File: config.mk
export PLATFORM = sky130hd
export DESIGN_NAME = aligned_bump_allocator_top
export DESIGN_NICKNAME = d
export VERILOG_FILES = /design/src/hw/rtl/aba_pkg.sv /design/src/hw/rtl/aligned_bump_allocator_top.sv
export SDC_FILE = /design/constraint.sdc
export NUM_CORES = 1
export LEC_CHECK = 0
export BUFFER_PORTS_ARGS = -buffer_cell sky130_fd_sc_hd__buf_4
export CORE_MARGIN = 2
export CORE_UTILIZATION = 40
export DETAILED_ROUTE_END_ITERATION = 16
export PLACE_DENSITY = 0.55
export SLEW_MARGIN = 10
export SYNTH_ARGS = -nofsm -noshare
export SYNTH_HDL_FRONTEND = slang
export SYNTH_SLANG_ARGS = --single-unit
File: constraint.sdc
create_clock -name clk -period 11.3 [get_ports clk]
set_input_delay 1.695 -clock clk [delete_from_list [all_inputs] [get_ports clk]]
set_output_delay 1.695 -clock clk [all_outputs]
set_load 0.01 [all_outputs]
File: src/hw/rtl/aba_pkg.sv
// aba_pkg: operation, status and register index codes for the aligned bump allocator
// used by aligned_bump_allocator_top; depends on nothing
`timescale 1ns / 1ps

package aba_pkg;

  typedef enum logic [2:0] {
    OP_ALLOC   = 3'd0,
    OP_RESERVE = 3'd1,
    OP_COMMIT  = 3'd2,
    OP_CANCEL  = 3'd3,
    OP_RESET   = 3'd4
  } op_t;

  typedef enum logic [1:0] {
    ST_OK       = 2'd0,
    ST_NO_SPACE = 2'd1,
    ST_OPEN     = 2'd2,
    ST_OVERSIZE = 2'd3
  } status_t;

  typedef enum logic {
    REG_BASE  = 1'b0,
    REG_BYTES = 1'b1
  } reg_idx_t;

  localparam int unsigned WORD_W  = 32;
  localparam int unsigned ALIGN_W = 5;

endpackage

File: src/hw/rtl/aligned_bump_allocator_top.sv
// aligned_bump_allocator_top: bump-pointer allocator over one configured region
// depends on aba_pkg
`timescale 1ns / 1ps
// Usage:
//   in_*  : request words. in_tuser carries the operation (allocate, reserve,
//           commit, cancel, reset arena), in_tdata the byte count and alignment.
//   out_* : one result word per request: aligned address in out_tdata, status
//           in out_tuser.
//   cfg_* : register writes (region base, size), always ready; the user must
//           write them only while no request is in flight; the block does not check.
// Each request is captured in the input register; the compute step then
// updates the used count and reservation and loads the result register. One
// word per cycle is sustained while out_tready stays high; the rate is set by
// the used-count update that each request reads back in the next cycle.
// Reset clears the used count, the open reservation, both region registers and
// all valid flags. While the receiver holds out_tready low the result holds,
// the input register fills and then in_tready drops; nothing is lost.

module aligned_bump_allocator_top
  import aba_pkg::*;
#(
  parameter int unsigned ADDR_BITS = 32
) (
  input  logic        clk,
  input  logic        rst_n,
  input  logic        in_tvalid,
  output logic        in_tready,
  input  logic [39:0] in_tdata,   // request_bytes[31:0], align_log2[36:32], zero fill
  input  logic [2:0]  in_tuser,   // op[2:0]
  output logic        out_tvalid,
  input  logic        out_tready,
  output logic [31:0] out_tdata,  // block_address[31:0]
  output logic [1:0]  out_tuser,  // status[1:0]
  input  logic        cfg_valid,
  output logic        cfg_ready,
  input  logic        cfg_index,
  input  logic [31:0] cfg_data
);

  localparam int unsigned LIMIT_BITS = (ADDR_BITS < WORD_W) ? ADDR_BITS : WORD_W;

  logic [WORD_W-1:0]  base_r, rbytes_r;
  logic [WORD_W-1:0]  used_r, used_nxt;
  logic [WORD_W-1:0]  pad_r, pad_nxt;
  logic [WORD_W-1:0]  span_r, span_nxt;

  logic               s1_valid_r;
  logic [2:0]         s1_op_r;
  logic [WORD_W-1:0]  s1_req_r;
  logic [ALIGN_W-1:0] s1_lg_r;

  logic               out_valid_r;
  logic [WORD_W-1:0]  out_addr_r, out_addr_nxt;
  status_t            out_status_r, out_status_nxt;

  logic               s1_fire;
  logic [WORD_W:0]    start;
  logic [WORD_W-1:0]  align_mask;
  logic [WORD_W-1:0]  fit_pad;
  logic [WORD_W+1:0]  aligned;
  logic [WORD_W+1:0]  fit_need;
  logic               fit_ok;
  logic [WORD_W-1:0]  payload;
  logic [WORD_W+1:0]  commit_need;
  logic               res_open;

  assign cfg_ready  = 1'b1;
  assign s1_fire    = s1_valid_r && (!out_valid_r || out_tready);
  assign in_tready  = !s1_valid_r || s1_fire;
  assign out_tvalid = out_valid_r;
  assign out_tdata  = out_addr_r;
  assign out_tuser  = out_status_r;

  // alignment padding, fit check and reservation state
  always_comb begin
    start       = {1'b0, base_r} + {1'b0, used_r};
    align_mask  = ~({WORD_W{1'b1}} << s1_lg_r);
    fit_pad     = (~start[WORD_W-1:0] + {{(WORD_W-1){1'b0}}, 1'b1}) & align_mask;
    aligned     = {1'b0, start} + {2'b00, fit_pad};
    fit_need    = {2'b00, used_r} + {2'b00, s1_req_r} + {2'b00, fit_pad};
    fit_ok      = (fit_need <= {2'b00, rbytes_r}) && !(|aligned[WORD_W+1:LIMIT_BITS]);
    payload     = (span_r >= pad_r) ? (span_r - pad_r) : '0;
    commit_need = {2'b00, used_r} + {2'b00, pad_r} + {2'b00, s1_req_r};
    res_open    = (pad_r != '0) || (span_r != '0);
  end

  always_comb begin
    used_nxt       = used_r;
    pad_nxt        = pad_r;
    span_nxt       = span_r;
    out_addr_nxt   = '0;
    out_status_nxt = ST_OK;
    case (op_t'(s1_op_r))
      OP_ALLOC: begin
        if (fit_ok) begin
          used_nxt     = fit_need[WORD_W-1:0];
          out_addr_nxt = aligned[WORD_W-1:0];
        end else begin
          out_status_nxt = ST_NO_SPACE;
        end
      end
      OP_RESERVE: begin
        if (res_open) begin
          out_status_nxt = ST_OPEN;
        end else if (fit_ok) begin
          pad_nxt      = fit_pad;
          span_nxt     = s1_req_r + fit_pad;
          out_addr_nxt = aligned[WORD_W-1:0];
        end else begin
          out_status_nxt = ST_NO_SPACE;
        end
      end
      OP_COMMIT: begin
        if (s1_req_r != '0) begin
          if (s1_req_r > payload) begin
            out_status_nxt = ST_OVERSIZE;
          end else if (commit_need > {2'b00, rbytes_r}) begin
            out_status_nxt = ST_NO_SPACE;
          end else begin
            used_nxt = commit_need[WORD_W-1:0];
          end
        end
        pad_nxt  = '0;
        span_nxt = '0;
      end
      OP_CANCEL: begin
        pad_nxt  = '0;
        span_nxt = '0;
      end
      OP_RESET: begin
        used_nxt = '0;
      end
      default: begin
      end
    endcase
  end

  always_ff @(posedge clk) begin
    if (!rst_n) begin
      base_r       <= '0;
      rbytes_r     <= '0;
      used_r       <= '0;
      pad_r        <= '0;
      span_r       <= '0;
      s1_valid_r   <= 1'b0;
      out_valid_r  <= 1'b0;
      out_status_r <= ST_OK;
    end else begin
      if (cfg_valid && cfg_ready) begin
        case (reg_idx_t'(cfg_index))
          REG_BASE:  base_r   <= cfg_data;
          REG_BYTES: rbytes_r <= cfg_data;
          default: begin
          end
        endcase
      end
      if (in_tready) begin
        s1_valid_r <= in_tvalid;
      end
      if (s1_fire) begin
        used_r       <= used_nxt;
        pad_r        <= pad_nxt;
        span_r       <= span_nxt;
        out_valid_r  <= 1'b1;
        out_status_r <= out_status_nxt;
      end else if (out_tready) begin
        out_valid_r <= 1'b0;
      end
    end
  end

  always_ff @(posedge clk) begin
    if (in_tvalid && in_tready) begin
      s1_op_r  <= in_tuser;
      s1_req_r <= in_tdata[31:0];
      s1_lg_r  <= in_tdata[36:32];
    end
    if (s1_fire) begin
      out_addr_r <= out_addr_nxt;
    end
  end

  a_addr_only_ok: assert property (@(posedge clk) disable iff (!rst_n)
    out_valid_r && (out_addr_r != '0) |-> out_status_r == ST_OK)
    else $error("nonzero address with failing status");

  a_span_covers_pad: assert property (@(posedge clk) disable iff (!rst_n)
    pad_r <= span_r)
    else $error("reservation span below its padding");

  a_commit_closes: assert property (@(posedge clk) disable iff (!rst_n)
    s1_fire && (s1_op_r == OP_COMMIT || s1_op_r == OP_CANCEL)
      |=> pad_r == '0 && span_r == '0)
    else $error("reservation still open after commit or cancel");

  a_stage_holds: assert property (@(posedge clk) disable iff (!rst_n)
    s1_valid_r && !s1_fire |=> s1_valid_r && $stable(s1_req_r) && $stable(s1_op_r))
    else $error("input stage lost a stalled request");

endmodule
# Yosys cells after proc, flatten, opt, wreduce, memory -nomap -nowiden
# Cells that the tools add are included.
op_classes:
  add_sub_neg: 9
  magnitude_cmp: 4
  eq_ne: 10
  n_shift: 1
  n_mux: 23
  n_bitwise: 4
  n_reduce_logical: 22
op_table:
  columns: ["op", "count"]
  rows:
  - ["$mux W32", 11]
  - ["$pmux W32 S2", 3]
  - ["$add A33 B32 Y34", 3]
  - ["$add A32 B32 Y33", 3]
  - ["$pmux W32 S3", 1]
  - ["$reduce_bool A32 Y1", 3]
  - ["$not A32 Y32", 2]
  - ["$gt A34 B32 Y1", 1]
  - ["$le A34 B32 Y1", 1]
  - ["$add A32 B1 Y32 const B", 1]
  - ["$add A32 B32 Y32", 1]
  - ["$and A32 B32 Y32", 1]
  - ["$ge A32 B32 Y1", 1]
  - ["$gt A32 B32 Y1", 1]
  - ["$shl A32 B5 Y32 const A", 1]
  - ["$sub A32 B32 Y32", 1]
  - ["$ne A2 B2 Y1 const B", 6]
  - ["$eq A3 B2 Y1 const B", 2]
  - ["$mux W2", 3]
  - ["$pmux W2 S3", 1]
  - ["$reduce_and A6 Y1", 1]
  - ["$mux W1", 4]
  - ["$reduce_and A2 Y1", 2]
  - ["$reduce_and A4 Y1", 1]
  - ["10 further kinds", 18]
totals:
  register_bits: 236
  output_inout_bits: 37
  wordCells: 85

# Logic depth before layout (Yosys ltp)
logic_depth:
  word_depth: 11
  ltp_mapped: 39
  mapped_depth_nobuf: 36

# Worst setup path before layout
# No wires, ideal clock.
synth_timing:
  path_type: "register to register"
  start: "reg used_r[0]"
  end: "reg span_r[10]"
  setup_time_ns: 0.117
  arrival_time_ns: 8.004
  required_ns: 11.183
  setup_slack_ns: 3.180
  path_stages_with_launch: 37
  path_buffers: 3
  period_less_slack_ns: 8.120
  cell_sequence: "dfxtp_1 > ha_1 > fa_1 > inv_1 > ha_1 > and2_1 > o221ai_2 > nor3_4 > and2_1 > buf_4 > and4_4 > nand3b_1 > nor4_1 > o21ai_0 > xnor2_1 > nor3b_1 > fa_1 > ha_1 > a21o_1 > a21o_1 > a21o_1 > nor2_1 > a31oi_1 > a21oi_1 > xnor2_1 > ha_1 > nor2b_1 > a2111oi_0 > nor2b_1 > o311ai_0 > a31oi_1 > o21a_1 > a31oi_1 > o21a_1 > buf_2 > buf_6 > a22o_1"
synth_via:
  elab_chain_cells: 10
  word_cells_on_any_way: 17
synth_rtl:
  columns: ["item", "line", "source"]
  rows:
  - ["start: declaration", "aligned_bump_allocator_top.sv:43", "logic [WORD_W-1:0] used_r, used_nxt;"]
  - ["start signal: assignment", "aligned_bump_allocator_top.sv:161", "used_r <= used_nxt;"]
  - ["branches (longest 10 deep; another with $add A33 B32 Y34)", null, null]
  - ["end signal: assignment", "aligned_bump_allocator_top.sv:163", "span_r <= span_nxt;"]
  - ["end: declaration", "aligned_bump_allocator_top.sv:45", "logic [WORD_W-1:0] span_r, span_nxt;"]
# Several ways; the timed one is not identified. The select of a mux whose other input is x is not followed.
# A chain may end at the register's enable or synchronous reset.

# Final worst setup path
layout_timing:
  start: "reg used_r[0]"
  end: "reg span_r[18]"
# The elaborated chain is that of the path after synthesis.

==> results.txt <==
The HPWL after detailed placement is 65600 µm. In the synthesized netlist, the cells that appear most often are ha_1, nand2_1, a21oi_1. The global-route wire length before repair is 121000 µm.

Among all stages on the critical path, the largest delay is contributed by o41ai_1. The I/O pin total came out at 118. Across the routed clock network, the largest skew measured is 0.0361 ns. The critical-path maximum fanout is 33. The global-route usage over all layers is 26.5%.

The number of enable flip-flop cells after synthesis came out at 72. The final total negative setup slack is 0 ns. For this run, the leading register cell type out of synthesis is dfxtp_1. The repair_antennas step left the layout with diodes totalling 0.

The cell row count came out at 88. The number of buffers created by CTS came out at 34. The routed layout has 21023 vias. The reg2reg setup slack is 0.87 ns. The hold-fix buffer count after cts is 0. The clock tree root driver cell is clkbuf_16. The first detailed-routing pass took 8 iterations. The last weighted congestion value of the routability-driven placer came out at 0.990. The worst register-to-register path begins at used_r[0].

Once the clock tree was built, the setup fixing pass inserted 0 buffers. The measured slew at the worst slew-check pin is 1.30 ns. Setup repair after global routing left no endpoint under its margin. The clock net in this run drives a total of 235 sinks.

Headroom to the max-slew limit came out at 12.8%. The overall die area is 59700 µm². The routed design could run at a clock period as short as 10.43 ns. The detail-routed via count per cell is 5.92. The Yosys step of the flow raised 0 warnings. The count of distinct cell types in the synthesized netlist came out at 110.

The number of DRC markers in iteration 0 came out at 1377. The number of global-route vias before repair came out at 20203. The flow ran to the end, and the final reports show no timing, DRC or antenna violations.

The area added between synthesis and finish came out at 11.6%. The placed instance count is 3492. TritonCTS built the clock tree. The mean post-synth cell area came out at 8.61 µm². The data required time at the worst endpoint is 11.73 ns. The number of levels the H-tree was split into is 2.

Timing would allow up to 0.0958 GHz. The number of pins exceeding their max-slew limit in the final report came to 0. STA classifies the critical path startpoint as a register. The net count after synthesis came out at 3103.

The cell count after synthesis came out at 2685. The number of hold violations in the final report came out at 0. In this run the worst hold path is classified as register to register. The core box area came out at 57400 µm². STA classifies the critical path endpoint as a register.

The worst-case clock buffer depth is 3. The critical path class is register to register. The final period utilization is 92.3%. The post-synthesis cell area came out at 23100 µm². After global routing the overflow that remains totals 0. In this run the critical register-to-register path is captured at span_r[18]. The initial antenna violation count is 2. Synthesis inferred 235 register bits. Dividing the detail-routed wire length by the instance count gives 22.6 µm. Among all cell types in the netlist, the one instantiated most often is ha_1. In this run the static leakage power is 11.5 nW. Sorting the synthesized cells by area gives the leading types as ha_1, dfxtp_1, edfxtp_1, fa_1, nand2_1. The termination of the worst setup path is span_r[18]. The x dimension of the die is 244 µm.

The power per cell area came out at 152 nW/µm². The count of cells resized by post-cts repair is 0. The number of fill cells is 5711. The most critical setup path has its startpoint at used_r[0]. After detailed routing, the number of remaining DRC violations is 0. The worst-case IR drop observed on VDD is 115 µV. The initial cell density of the core is 40.3%. The share of cells above drive strength 1 came out at 9.69%. The number of buffer cells added on primary ports is 113. On the worst path, the slowest cell contributes a delay of 0.58 ns. The number of nets in the layout came out at 3181.

The maximum number of pins on one net before global-route repair came out at 104. The share of the synthesized area in the top cell type came out at 14.6%. Sequential elements use 23.5% of the synthesized area. Setup violations remaining at the end of the flow were counted as 0.

The clock-pin transition on the worst setup and hold timing paths came out at 0.06 ns. The worst register-to-register path has a depth of 36. The clock latency on the worst-skew pair came out at 0.56 ns. The fraction of registers with async set/reset is 0%. The data arrival time of the worst path is 10.86 ns. The wire length reported by the detailed router is 80200 µm. The post-synthesis cell type with the largest combined area is ha_1.

The non-filler instance count after layout came out at 3551. The die is 244 µm tall. The number of max-cap violations came out at 0. In this run the remaining antenna-violating nets after routing total 0.
## placed cells by master, fill, tap and decap left out, types with 25 or more instances in the layout
cell | synthesis | routed
ha_1 | 270 | 270
nand2_1 | 262 | 262
a21oi_1 | 170 | 170
nor2_1 | 163 | 163
dfxtp_1 | 163 | 163
buf_4 | 5 | 141
a21o_1 | 123 | 123
inv_1 | 117 | 116
o21ai_0 | 114 | 114
xnor2_1 | 104 | 104
nand3_1 | 79 | 79
a21boi_0 | 75 | 75
edfxtp_1 | 72 | 72
fa_1 | 67 | 67
a22o_1 | 63 | 63
xor2_1 | 56 | 56
nand4_1 | 53 | 53
nor2b_1 | 45 | 44
nor3_1 | 43 | 42
o21a_1 | 40 | 39
nor4_1 | 38 | 37
clkbuf_16 | 0 | 37
o211a_1 | 36 | 36
nand2b_1 | 35 | 35
a22oi_1 | 33 | 33
and2_1 | 28 | 27
a31oi_1 | 27 | 27
a211oi_1 | 27 | 26
o21bai_1 | 26 | 25
## worst max-delay path, delay by kind of cell (launching register included)
| family | cells | cell delay [ns] |
|---|---|---|
| compound gates | 16 | 4.26 |
| xor+xnor | 3 | 0.68 |
| fa+ha+maj | 5 | 1.96 |
| buf+inv | 1 | 0.35 |
| flops | 1 | 0.37 |
| simple gates | 11 | 2.66 |
## layer usage
layer,global-route usage (%),vias to the layer above,share of wire (%)
li1,-,10146,-
met1,32.5,10180,42
met2,46.3,552,49
met3,4.12,145,5.0
met4,10.5,0,4.0
met5,0,-,0
## report_power, final
group	internal (mW)	switching (mW)
Clock	0.635	0.420
Combinational	0.766	1.13
Sequential	0.912	0.0590
Total	2.31	1.61
## per-stage QoR
| stage | worst slack, ns | hold WS, ns | instance area, µm² | util, % | total power [mW] |
|---|---|---|---|---|---|
| 6_report | 0.867 | 0.466 | 25800 | 45.0 | 3.92 |
| 5_1_grt | 0.104 | 0.488 | 25800 | 45.0 | 4.20 |
| 4_1_cts | 1.01 | 0.469 | 25800 | 45.0 | 3.94 |
| 3_5_place_dp | 1.06 | 0.462 | 24700 | 43.0 | 2.86 |
| 3_3_place_gp | 1.19 | 0.456 | 24700 | 43.0 | 2.83 |
| 2_1_floorplan | 3.18 | 0.443 | 23100 | - | 2.32 |
## logic make-up (layout without fill, tap and decap cells)
family / after synthesis / after routing / share of synthesized area, %
AO/OA/AOI/OAI: 879 / 879 / 27.3
AND/OR/NAND/NOR: 848 / 848 / 18.4
adder cells (fa/ha/maj): 337 / 337 / 20.4
flip-flops: 235 / 235 / 23.5
buffers and inverters: 217 / 318 / 3.97
XOR/XNOR: 161 / 161 / 6.13
multiplexers: 7 / 7 / 0.330
other: 1 / 1 / 0.0162
## worst min path at each step
stage	from	endpoint	slack, ns	depth (start not counted)
finish	rbytes_r[26]	rbytes_r[26]	0.47	2
global route	rbytes_r[1]	rbytes_r[1]	0.49	2
CTS	rbytes_r[26]	rbytes_r[26]	0.47	2
detailed placement	rbytes_r[26]	rbytes_r[26]	0.46	2
global placement	rbytes_r[7]	rbytes_r[7]	0.46	2
floorplan	rbytes_r[10]	rbytes_r[10]	0.44	2
## sequential cells by signal, indices dropped and copies added, names as in the netlist
signal and cells:
base_r 32, rbytes_r 32, out_tvalid 1, s1_req_r 32
used_r 32, out_tdata 32, s1_lg_r 5, span_r 32
out_tuser 2, pad_r 31, s1_valid_r 1, s1_op_r 3
## area by class of cell
type	count	area, µm²	share of cell area [%]
sequential	235	5430	21.0
inverter	118	443	1.72
tap	765	957	3.71
timing repair buffer	141	1060	4.10
clock inverter	11	76.3	0.296
clock buffer	48	1030	3.98
multi-input combinational	2233	16800	65.2
Power figures use the tool's default switching activity.
